$ cat src/rtl/assert_macros.svh
// Assertion macros for the RTL files; included by the top level
`ifndef ASSERT_MACROS_SVH
`define ASSERT_MACROS_SVH

// Same-cycle implication, checked out of reset
`define ASSERT_NOW(label, clk, rstn, ante, cons, msg) \
    label: assert property (@(posedge clk) disable iff (!(rstn)) (ante) |-> (cons)) \
        else $error(msg);

// Next-cycle implication, checked out of reset
`define ASSERT_NEXT(label, clk, rstn, ante, cons, msg) \
    label: assert property (@(posedge clk) disable iff (!(rstn)) (ante) |=> (cons)) \
        else $error(msg);

`endif

$ cat src/rtl/ealu_pkg.sv
// Package: operation codes and transaction payload types for the eight-bit ALU
`default_nettype none

package ealu_pkg;

    typedef enum logic [4:0] {
        CMD_ADD  = 5'd0,
        CMD_ADC  = 5'd1,
        CMD_SUB  = 5'd2,
        CMD_SBC  = 5'd3,
        CMD_AND  = 5'd4,
        CMD_XOR  = 5'd5,
        CMD_OR   = 5'd6,
        CMD_CP   = 5'd7,
        CMD_INC  = 5'd8,
        CMD_DEC  = 5'd9,
        CMD_RLC  = 5'd10,
        CMD_RRC  = 5'd11,
        CMD_RL   = 5'd12,
        CMD_RR   = 5'd13,
        CMD_SLA  = 5'd14,
        CMD_SRA  = 5'd15,
        CMD_SRL  = 5'd16,
        CMD_SWAP = 5'd17,
        CMD_BIT  = 5'd18,
        CMD_RES  = 5'd19,
        CMD_SET  = 5'd20,
        CMD_DAA  = 5'd21,
        CMD_CPL  = 5'd22,
        CMD_SCF  = 5'd23,
        CMD_CCF  = 5'd24
    } cmd_t;

    localparam logic [7:0] DAA_HI_ADJ   = 8'h60;
    localparam logic [7:0] DAA_LO_ADJ   = 8'h06;
    localparam logic [7:0] DAA_HI_LIMIT = 8'h99;
    localparam logic [3:0] DAA_LO_LIMIT = 4'h9;

    typedef struct packed {
        logic [4:0] cmd;
        logic [7:0] operand_a;
        logic [7:0] operand_b;
        logic [2:0] bit_index;
        logic       check_zero;
        logic       zero_in;
        logic       subtract_in;
        logic       half_in;
        logic       carry_in;
    } in_payload_t;

    typedef struct packed {
        logic [7:0] result_byte;
        logic       zero_out;
        logic       subtract_out;
        logic       half_out;
        logic       carry_out;
    } out_payload_t;

endpackage

`default_nettype wire

$ cat src/rtl/ealu_core.sv
// Combinational ALU datapath: result byte and flags for one operation
`default_nettype none

module ealu_core
    import ealu_pkg::*;
(
    input  in_payload_t  op_in,
    output out_payload_t op_out
);

    logic [7:0] a;
    logic [7:0] b;
    logic       ci;
    logic       cin;
    logic [8:0] sum9;
    logic [4:0] sum5;
    logic [8:0] diff9;
    logic [4:0] diff5;
    logic [7:0] inc_r;
    logic [7:0] dec_r;
    logic       daa_hi;
    logic       daa_lo;
    logic [7:0] daa_add_r;
    logic [7:0] daa_sub_r;
    logic [7:0] daa_r;
    logic [7:0] bit_mask;
    logic [7:0] r;
    logic       z;
    logic       n;
    logic       h;
    logic       c;

    assign a   = op_in.operand_a;
    assign b   = op_in.operand_b;
    assign ci  = op_in.carry_in;
    assign cin = ci && ((op_in.cmd == CMD_ADC) || (op_in.cmd == CMD_SBC));

    assign sum9  = {1'b0, a} + {1'b0, b} + {8'd0, cin};
    assign sum5  = {1'b0, a[3:0]} + {1'b0, b[3:0]} + {4'd0, cin};
    assign diff9 = {1'b0, a} - {1'b0, b} - {8'd0, cin};
    assign diff5 = {1'b0, a[3:0]} - {1'b0, b[3:0]} - {4'd0, cin};

    assign inc_r = a + 8'd1;
    assign dec_r = a - 8'd1;

    assign daa_hi    = ci || (a > DAA_HI_LIMIT);
    assign daa_lo    = op_in.half_in || (a[3:0] > DAA_LO_LIMIT);
    assign daa_add_r = a + (daa_hi ? DAA_HI_ADJ : 8'd0) + (daa_lo ? DAA_LO_ADJ : 8'd0);
    assign daa_sub_r = a - (ci ? DAA_HI_ADJ : 8'd0) - (op_in.half_in ? DAA_LO_ADJ : 8'd0);
    assign daa_r     = op_in.subtract_in ? daa_sub_r : daa_add_r;

    assign bit_mask = 8'd1 << op_in.bit_index;

    always_comb begin
        r = a;
        z = op_in.zero_in;
        n = op_in.subtract_in;
        h = op_in.half_in;
        c = ci;
        case (op_in.cmd)
            CMD_ADD, CMD_ADC: begin
                r = sum9[7:0];
                z = (sum9[7:0] == 8'd0);
                n = 1'b0;
                h = sum5[4];
                c = sum9[8];
            end
            CMD_SUB, CMD_SBC, CMD_CP: begin
                r = (op_in.cmd == CMD_CP) ? a : diff9[7:0];
                z = (diff9[7:0] == 8'd0);
                n = 1'b1;
                h = diff5[4];
                c = diff9[8];
            end
            CMD_AND, CMD_XOR, CMD_OR: begin
                r = (op_in.cmd == CMD_AND) ? (a & b) :
                    (op_in.cmd == CMD_XOR) ? (a ^ b) : (a | b);
                z = (r == 8'd0);
                n = 1'b0;
                h = (op_in.cmd == CMD_AND);
                c = 1'b0;
            end
            CMD_INC: begin
                r = inc_r;
                z = (inc_r == 8'd0);
                n = 1'b0;
                h = (inc_r[3:0] == 4'h0);
            end
            CMD_DEC: begin
                r = dec_r;
                z = (dec_r == 8'd0);
                n = 1'b1;
                h = (dec_r[3:0] == 4'hF);
            end
            CMD_RLC, CMD_RRC, CMD_RL, CMD_RR: begin
                case (op_in.cmd)
                    CMD_RLC: begin
                        r = {a[6:0], a[7]};
                        c = a[7];
                    end
                    CMD_RRC: begin
                        r = {a[0], a[7:1]};
                        c = a[0];
                    end
                    CMD_RL: begin
                        r = {a[6:0], ci};
                        c = a[7];
                    end
                    default: begin
                        r = {ci, a[7:1]};
                        c = a[0];
                    end
                endcase
                z = op_in.check_zero && (r == 8'd0);
                n = 1'b0;
                h = 1'b0;
            end
            CMD_SLA: begin
                r = {a[6:0], 1'b0};
                z = (r == 8'd0);
                n = 1'b0;
                h = 1'b0;
                c = a[7];
            end
            CMD_SRA: begin
                r = {a[7], a[7:1]};
                z = (r == 8'd0);
                n = 1'b0;
                h = 1'b0;
                c = a[0];
            end
            CMD_SRL: begin
                r = {1'b0, a[7:1]};
                z = (r == 8'd0);
                n = 1'b0;
                h = 1'b0;
                c = a[0];
            end
            CMD_SWAP: begin
                r = {a[3:0], a[7:4]};
                z = (a == 8'd0);
                n = 1'b0;
                h = 1'b0;
                c = 1'b0;
            end
            CMD_BIT: begin
                z = !a[op_in.bit_index];
                n = 1'b0;
                h = 1'b1;
            end
            CMD_RES: begin
                r = a & ~bit_mask;
            end
            CMD_SET: begin
                r = a | bit_mask;
            end
            CMD_DAA: begin
                r = daa_r;
                z = (daa_r == 8'd0);
                h = 1'b0;
                c = op_in.subtract_in ? ci : daa_hi;
            end
            CMD_CPL: begin
                r = ~a;
                n = 1'b1;
                h = 1'b1;
            end
            CMD_SCF: begin
                n = 1'b0;
                h = 1'b0;
                c = 1'b1;
            end
            CMD_CCF: begin
                n = 1'b0;
                h = 1'b0;
                c = !ci;
            end
            default: begin
                r = a;
            end
        endcase
    end

    assign op_out.result_byte  = r;
    assign op_out.zero_out     = z;
    assign op_out.subtract_out = n;
    assign op_out.half_out     = h;
    assign op_out.carry_out    = c;

endmodule

`default_nettype wire

$ cat src/rtl/eight_bit_alu_with_flags_top.sv
// Top level: input register, ALU datapath and result register with valid/ready handshake
// Path: an accepted transaction is held in the input register, then its result in the result register, which drives m_.
// Throughput: one transaction per cycle while m_ready stays high; the input and result registers each advance whenever
// the register behind them is empty or being drained in the same cycle.
// Reset: aresetn is synchronous, active low, and empties both registers; payload is not reset.
`default_nettype none
`include "assert_macros.svh"

module eight_bit_alu_with_flags_top
    import ealu_pkg::*;
(
    input  wire logic       aclk,
    input  wire logic       aresetn,

    input  wire logic       s_valid,
    output logic            s_ready,
    input  wire logic [4:0] s_cmd,
    input  wire logic [7:0] s_operand_a,
    input  wire logic [7:0] s_operand_b,
    input  wire logic [2:0] s_bit_index,
    input  wire logic       s_check_zero,
    input  wire logic       s_zero_in,
    input  wire logic       s_subtract_in,
    input  wire logic       s_half_in,
    input  wire logic       s_carry_in,

    output logic            m_valid,
    input  wire logic       m_ready,
    output logic [7:0]      m_result_byte,
    output logic            m_zero_out,
    output logic            m_subtract_out,
    output logic            m_half_out,
    output logic            m_carry_out
);

    in_payload_t  in_reg;
    logic         in_valid_reg;
    logic         in_valid_next;
    out_payload_t out_reg;
    logic         out_valid_reg;
    logic         out_valid_next;
    out_payload_t core_out;
    logic         s_take;
    logic         out_free;
    logic         advance;

    assign out_free = !out_valid_reg || m_ready;
    assign advance  = in_valid_reg && out_free;
    assign s_ready  = !in_valid_reg || advance;
    assign s_take   = s_valid && s_ready;

    assign in_valid_next  = s_take || (in_valid_reg && !advance);
    assign out_valid_next = advance || (out_valid_reg && !m_ready);

    always_ff @(posedge aclk) begin
        if (!aresetn) begin
            in_valid_reg  <= 1'b0;
            out_valid_reg <= 1'b0;
        end else begin
            in_valid_reg  <= in_valid_next;
            out_valid_reg <= out_valid_next;
        end
    end

    always_ff @(posedge aclk) begin
        if (s_take) begin
            in_reg.cmd         <= s_cmd;
            in_reg.operand_a   <= s_operand_a;
            in_reg.operand_b   <= s_operand_b;
            in_reg.bit_index   <= s_bit_index;
            in_reg.check_zero  <= s_check_zero;
            in_reg.zero_in     <= s_zero_in;
            in_reg.subtract_in <= s_subtract_in;
            in_reg.half_in     <= s_half_in;
            in_reg.carry_in    <= s_carry_in;
        end
        if (advance) begin
            out_reg <= core_out;
        end
    end

    ealu_core u_core (
        .op_in  (in_reg),
        .op_out (core_out)
    );

    assign m_valid        = out_valid_reg;
    assign m_result_byte  = out_reg.result_byte;
    assign m_zero_out     = out_reg.zero_out;
    assign m_subtract_out = out_reg.subtract_out;
    assign m_half_out     = out_reg.half_out;
    assign m_carry_out    = out_reg.carry_out;

    `ASSERT_NEXT(a_take_fills_input, aclk, aresetn, s_take, in_valid_reg, "accepted transaction lost at input register")
    `ASSERT_NEXT(a_advance_fills_output, aclk, aresetn, advance, out_valid_reg, "advanced transaction lost at result register")
    `ASSERT_NEXT(a_stalled_input_holds, aclk, aresetn, in_valid_reg && !advance, in_valid_reg && $stable(in_reg), "stalled input register changed")
    `ASSERT_NEXT(a_drain_empties, aclk, aresetn, m_valid && m_ready && !in_valid_reg, !m_valid, "result register repeated a transaction")

endmodule

`default_nettype wire
$ cat config.mk
export PLATFORM = sky130hd
export DESIGN_NAME = eight_bit_alu_with_flags_top
export DESIGN_NICKNAME = d
export VERILOG_FILES = /design/src/rtl/ealu_pkg.sv /design/src/rtl/ealu_core.sv /design/src/rtl/eight_bit_alu_with_flags_top.sv
export VERILOG_INCLUDE_DIRS = /design/src /design/src/rtl
export SDC_FILE = /design/constraint.sdc
export NUM_CORES = 1
export LEC_CHECK = 0
export BUFFER_PORTS_ARGS = -buffer_cell sky130_fd_sc_hd__buf_2
export CAP_MARGIN = 20
export CORE_ASPECT_RATIO = 0.8
export CORE_MARGIN = 4
export CORE_UTILIZATION = 58
export CTS_BUF_LIST = sky130_fd_sc_hd__clkbuf_4 sky130_fd_sc_hd__clkbuf_8
export DETAILED_ROUTE_END_ITERATION = 8
export PLACE_DENSITY = 0.8
export SETUP_SLACK_MARGIN = 0.3
export SLEW_MARGIN = 20
export SYNTH_ARGS = -nofsm -noshare
export SYNTH_HDL_FRONTEND = slang
export SYNTH_HIERARCHICAL = 1
export SYNTH_SLANG_ARGS = --single-unit
$ cat constraint.sdc
create_clock -name aclk -period 9.99 [get_ports aclk]
set_input_delay 0.999 -clock aclk [delete_from_list [all_inputs] [get_ports aclk]]
set_output_delay 0.999 -clock aclk [all_outputs]
set_load 0.1 [all_outputs]
Word-level counts from Yosys, hierarchy flattened. Index checks and enable logic that the tools add are counted. Widths: inputs -> output; s select.

Word-level logic and storage cells: 128. Bits of input ports: 33. Flip-flop bits (word level): 43. Output and inout bits: 14.

Bitwise operators: 7. Muxes and demuxes: 19. Equal/unequal tests: 25. Shift-type cells: 1. Reductions and logical operators: 43. Order comparisons: 3. $add $sub $neg: 14.

Operator list (count): $pmux 8 s14 (1); $logic_not 8->1 (9); $eq 5x5->1 const B (9); $eq 5x4->1 const B (8); $mux 8 (5); $pmux 8 s3 (1); $eq 5x3->1 const B (4); $reduce_or 17->1 (1); $add 8x8->8 (2); $and 8x8->8 (2); $not 8->8 (2); $or 8x8->8 (2); $sub 8x8->8 (2); $logic_not 7->1 (2); $mux 7 (2); $pmux 1 s12 (1); $reduce_or 11->1 (1); $eq 5x2->1 const B (2); $add 8x8->9 (1); $add 9x1->9 (1); $pmux 1 s9 (1); $sub 8x8->9 (1); $sub 9x1->9 (1); $add 8x1->8 const B (1); 26 further kinds (50).

Depth between registers and ports, before layout.
Word-level depth: 8. Mapped depth: 18. Mapped depth without buffers: 14.

Cells and area by module. The synthesis kept the hierarchy.

Modules (own cells, without submodules): ealu_core (times used 1, area each 3861.2 um^2, sequential area each 0.0 um^2, cells each 581); eight_bit_alu_with_flags_top (times used 1, area each 1335.0 um^2, sequential area each 1271.2 um^2, cells each 50).

Least setup slack after synthesis. Ideal clock, no wire load.

Path kind: register to register. From: reg in_reg[16] (netlist bit). To: reg out_reg (netlist bit m_zero_out) (data pin). Buffers on the path: 4. Arrival time: 3870 ps. Setup time: 251 ps. Data required time: 9739 ps. Cell stages (with the launch flop): 19. Period minus slack after synthesis: 4121 ps. Path slack: 5869 ps. Cells stage by stage: edfxtp_1 > clkbuf_1 > clkbuf_1 > inv_1 > ha_1 > clkbuf_1 > nor2_1 > o21ai_0 > nand2b_1 > ha_1 > fa_1 > a41o_1 > a21oi_1 > mux2_2 > nor4_1 > nor4_1 > a41oi_1 > a21oi_1 > buf_4.

Word-level cells in the longest chain between the ends: 8. Elaborated cells on any way between the ends: 38. Classes of those cells: 10 x add/sub; 2 x order compare; 10 x mux; 3 x bitwise; 13 x reduce/logical.

Ends and longest elaborated chain: from (decl) (line eight_bit_alu_with_flags_top.sv:36) `in_payload_t in_reg;`; $gt 8x8->1 (line ealu_core.sv:46) `assign daa_hi = ci || (a > DAA_HI_LIMIT);`; $logic_or 1x1->1 (line ealu_core.sv:46); $mux 7 (line ealu_core.sv:48) `assign daa_add_r = a + (daa_hi ? DAA_HI_ADJ : 8'd0) + (daa_lo ? DAA_LO_ADJ : 8'd0);`; $add 8x8->8 (2 in a row) (line ealu_core.sv:48); $mux 8 (line ealu_core.sv:50) `assign daa_r = op_in.subtract_in ? daa_sub_r : daa_add_r;`; $logic_not 8->1 (line ealu_core.sv:159) `z = (daa_r == 8'd0);`; $pmux 1 s12 * (line ealu_core.sv:60) `case (op_in.cmd)`; named net u_core.z (line ealu_core.sv:28) `logic z;`; to (signal assigned) (line eight_bit_alu_with_flags_top.sv:78) `out_reg <= core_out;`; to (decl) (line eight_bit_alu_with_flags_top.sv:39) `out_payload_t out_reg;`.

The timed path passes the listed nets; every way through them passes the cells marked *. The select of a mux whose other input is x is not followed. A chain may end at the register's enable or synchronous reset.

==> results.yml <==
clock_tree:
  cts.hold.buffers_added: 0
  cts_tree: "yes"
  h-tree-depth: 2
  clk_latency_ns: 0.32
  cts-buffers-inserted: 5
  post_cts_resized: 0
  clock_sinks: 43
  root_buffer: "clkbuf_8"
  cts_buffer_depth: 2
  clk_pin_slew_ns: 0.11
  cts_setup_buffers: 0
synthesis:
  synth_top_family_by_area: "simple AND/OR/NAND/NOR gates"
  synth_compound_area_share_pct: 22.2
  synthesis.nets: 717
  syn_area_sq_um: 5200
  yosysSeqAreaShare_pct: 24.5
  synth-edff-count: 41
  synth_cell_types: 74
  synth_mux_area_share_pct: 5.42
  yosysWarnings: 6
  yosys.area_share.adder_pct: 13.5
  async_flop_share_pct: 0
  avgSynthCellArea_sq_um: 8.23
  synth-main-ff-cell: "edfxtp_1"
  synth_simple_gate_area_share_pct: 22.6
  synth-xor-area-share_pct: 4.72
  ys_ff_latch: 43
  synth_cells: 631
global_route:
  grt.overflow.total: 0
  grt_antenna_before_repair: 0
  track_usage_pct: 34.4
  first_global_vias: 4729
  grt_start_max_net_pins: 37
  grt_pass1_wl_um: 27800
detailed_routing:
  dr.first_iter.drc_count: 770
  wirelength_um: 18500
  num_vias: 5315
  route.detailed.drc: 0
  antenna_left: 0
  via_per_inst: 7.02
  wire_per_inst_um: 24.4
  first_pass_iters: 6
timing:
  hold_viol: 0
  clock.fmax_ghz: 0.233
  min_period_ns: 4.29
  slew_headroom_pct: 17.1
  rsz0062_at_grt: "no"
  setup_viol: 0
  min_period_over_period_pct: 42.9
  fin_tns_setup_ns: 0
  worst_pin_slew_ns: 1.23
  skew_ns: 0.0177
  slew_viol_final: 0
pwr:
  p_seq_share_pct: 38.4
  cell_internal_pwr_mw: 0.343
  p_total_mw: 0.599
  p_clk_share_pct: 20.8
  switching_share_pct: 42.7
  comb_power_share_pct: 40.9
  irDropWorstVdd_mv: 0.0868
  p_leak_nw: 2.25
  power.density_nw_per_um2: 109
  p_switching_mw: 0.256
worst_hold_path:
  worstHoldStart: "m_valid"
  hold_depth: 2
  hold_path.class: "reg2reg"
  whs_endpoint: "in_valid_reg"
placement:
  io_buffer_count: 46
  gp_congestion: 1.17
  post_dp_cell_area_sq_um: 5410
  detailedPlacementHpwl_um: 13700
setup_path:
  cp.required_ns: 10.05
  arrival_ns: 4.35
  critPathCaptureType: "flip-flop"
  crit_type: "reg2reg"
  r2r-start: "in_reg[16]"
  worst_r2r_path_depth: 15
  start_kind: "flip-flop"
  rrSetupSlack_ns: 5.70
  worstReg2RegEnd: "m_zero_out"
  path_max_fanout: 23
cells_and_area:
  n_antenna_cell: 0
  layout-drive-gt1-share_pct: 12.9
  largest_register_ffs: 29
  area.growth.synth_to_final_pct: 6.04
  final_cell_mix: "49 x nor2_1, 49 x nand2_1, 48 x ha_1"
  nets: 730
  fin_area_sq_um: 5510
floorplan:
  start_util_pct: 60.5
  die_h_um: 92.7
  fp.dieW_um: 114
  top_level_ports: 47
  coreArea_sq_um: 8600
  die_area_sq_um: 10500
  rows: 30
outcome:
  status: "completed"
flow_run:
  maxCapViolations: 0
-- cell usage after synthesis, types with 10 or more instances --
library cell	n	share of area, %
nor3_1	21	2.0
ha_1	48	12
nor2b_1	10	1.2
xor2_1	12	2.0
edfxtp_1	41	24
mux2i_1	18	3.5
xnor2_1	16	2.7
nand3_1	27	2.6
a21oi_1	40	3.9
clkbuf_1	28	2.0
nand2_1	49	3.5
nor2_1	49	3.5
o21ai_0	39	3.8
inv_1	34	2.5
-- cell type report --
type	count	area, sq um
Clock inverter	3	23.8
Multi-Input combinational cell	503	3570
Tap cell	112	140
Inverter	36	135
Timing Repair Buffer	55	298
Sequential cell	43	1270
Fill cell	739	3090
Clock buffer	5	68.8
-- power by group through the flow --
stage | registers (mW) | clock network, mW | logic (mW)
after floorplan | 0.248 | 0 | 0.155
after global placement | 0.233 | 0 | 0.230
after detailed placement | 0.234 | 0 | 0.233
after CTS | 0.229 | 0.125 | 0.234
after global routing | 0.231 | 0.134 | 0.258
final | 0.230 | 0.124 | 0.245
-- worst max path at each step --
stage | startpoint | end | slack, ns | cells after the start
CTS | in_reg[17] | m_zero_out | 5.80 | 15
detailed placement | in_reg[17] | m_zero_out | 5.82 | 15
finish | in_reg[16] | m_zero_out | 5.70 | 15
floorplan | in_reg[16] | m_zero_out | 5.87 | 18
global route | in_reg[17] | m_zero_out | 5.47 | 15
global placement | in_reg[16] | m_zero_out | 5.92 | 15
-- worst max-delay path, cell delays in order (launching register included) --
cell	delay, ns
edfxtp_1	0.37
buf_4	0.24
inv_1	0.34
ha_1	0.39
nor2_1	0.09
o21ai_0	0.20
nand2b_1	0.15
ha_1	0.23
fa_1	0.43
a41o_1	0.21
a21oi_1	0.16
mux2_2	0.35
nor4_1	0.47
nor4_1	0.14
a41oi_1	0.18
a21oi_1	0.09
-- cells by family (layout without fill, tap and decap cells) --
| logic type | count (synthesis) | count (layout) |
|---|---|---|
| AND/OR/NAND/NOR | 222 | 222 |
| flip-flops | 43 | 43 |
| adder cells (fa/ha/maj) | 53 | 53 |
| multiplexers | 25 | 25 |
| XOR/XNOR | 28 | 28 |
| AO/OA/AOI/OAI | 175 | 175 |
| buffers and inverters | 85 | 99 |
-- through the flow --
step                      setup WS (ns)  util, %  instances  hold slack [ns]
after CTS                          5.80     64.0        757            0.552
after global placement             5.92     62.9        749            0.503
after detailed placement           5.82     62.9        749            0.539
final                              5.70     64.1        757            0.542
after floorplan                    5.87        -        631            0.537
after global routing               5.47     64.1        757            0.560
-- routing by layer --
layer / track usage, % / up-vias / wire (um)
met3: 8.95 / 74 / 2660
met2: 49.8 / 428 / 7430
met5: 0 / - / 0
met1: 49.8 / 2454 / 7590
li1: - / 2359 / -
met4: 11.4 / 0 / 824
Power figures use the tool's default switching activity.
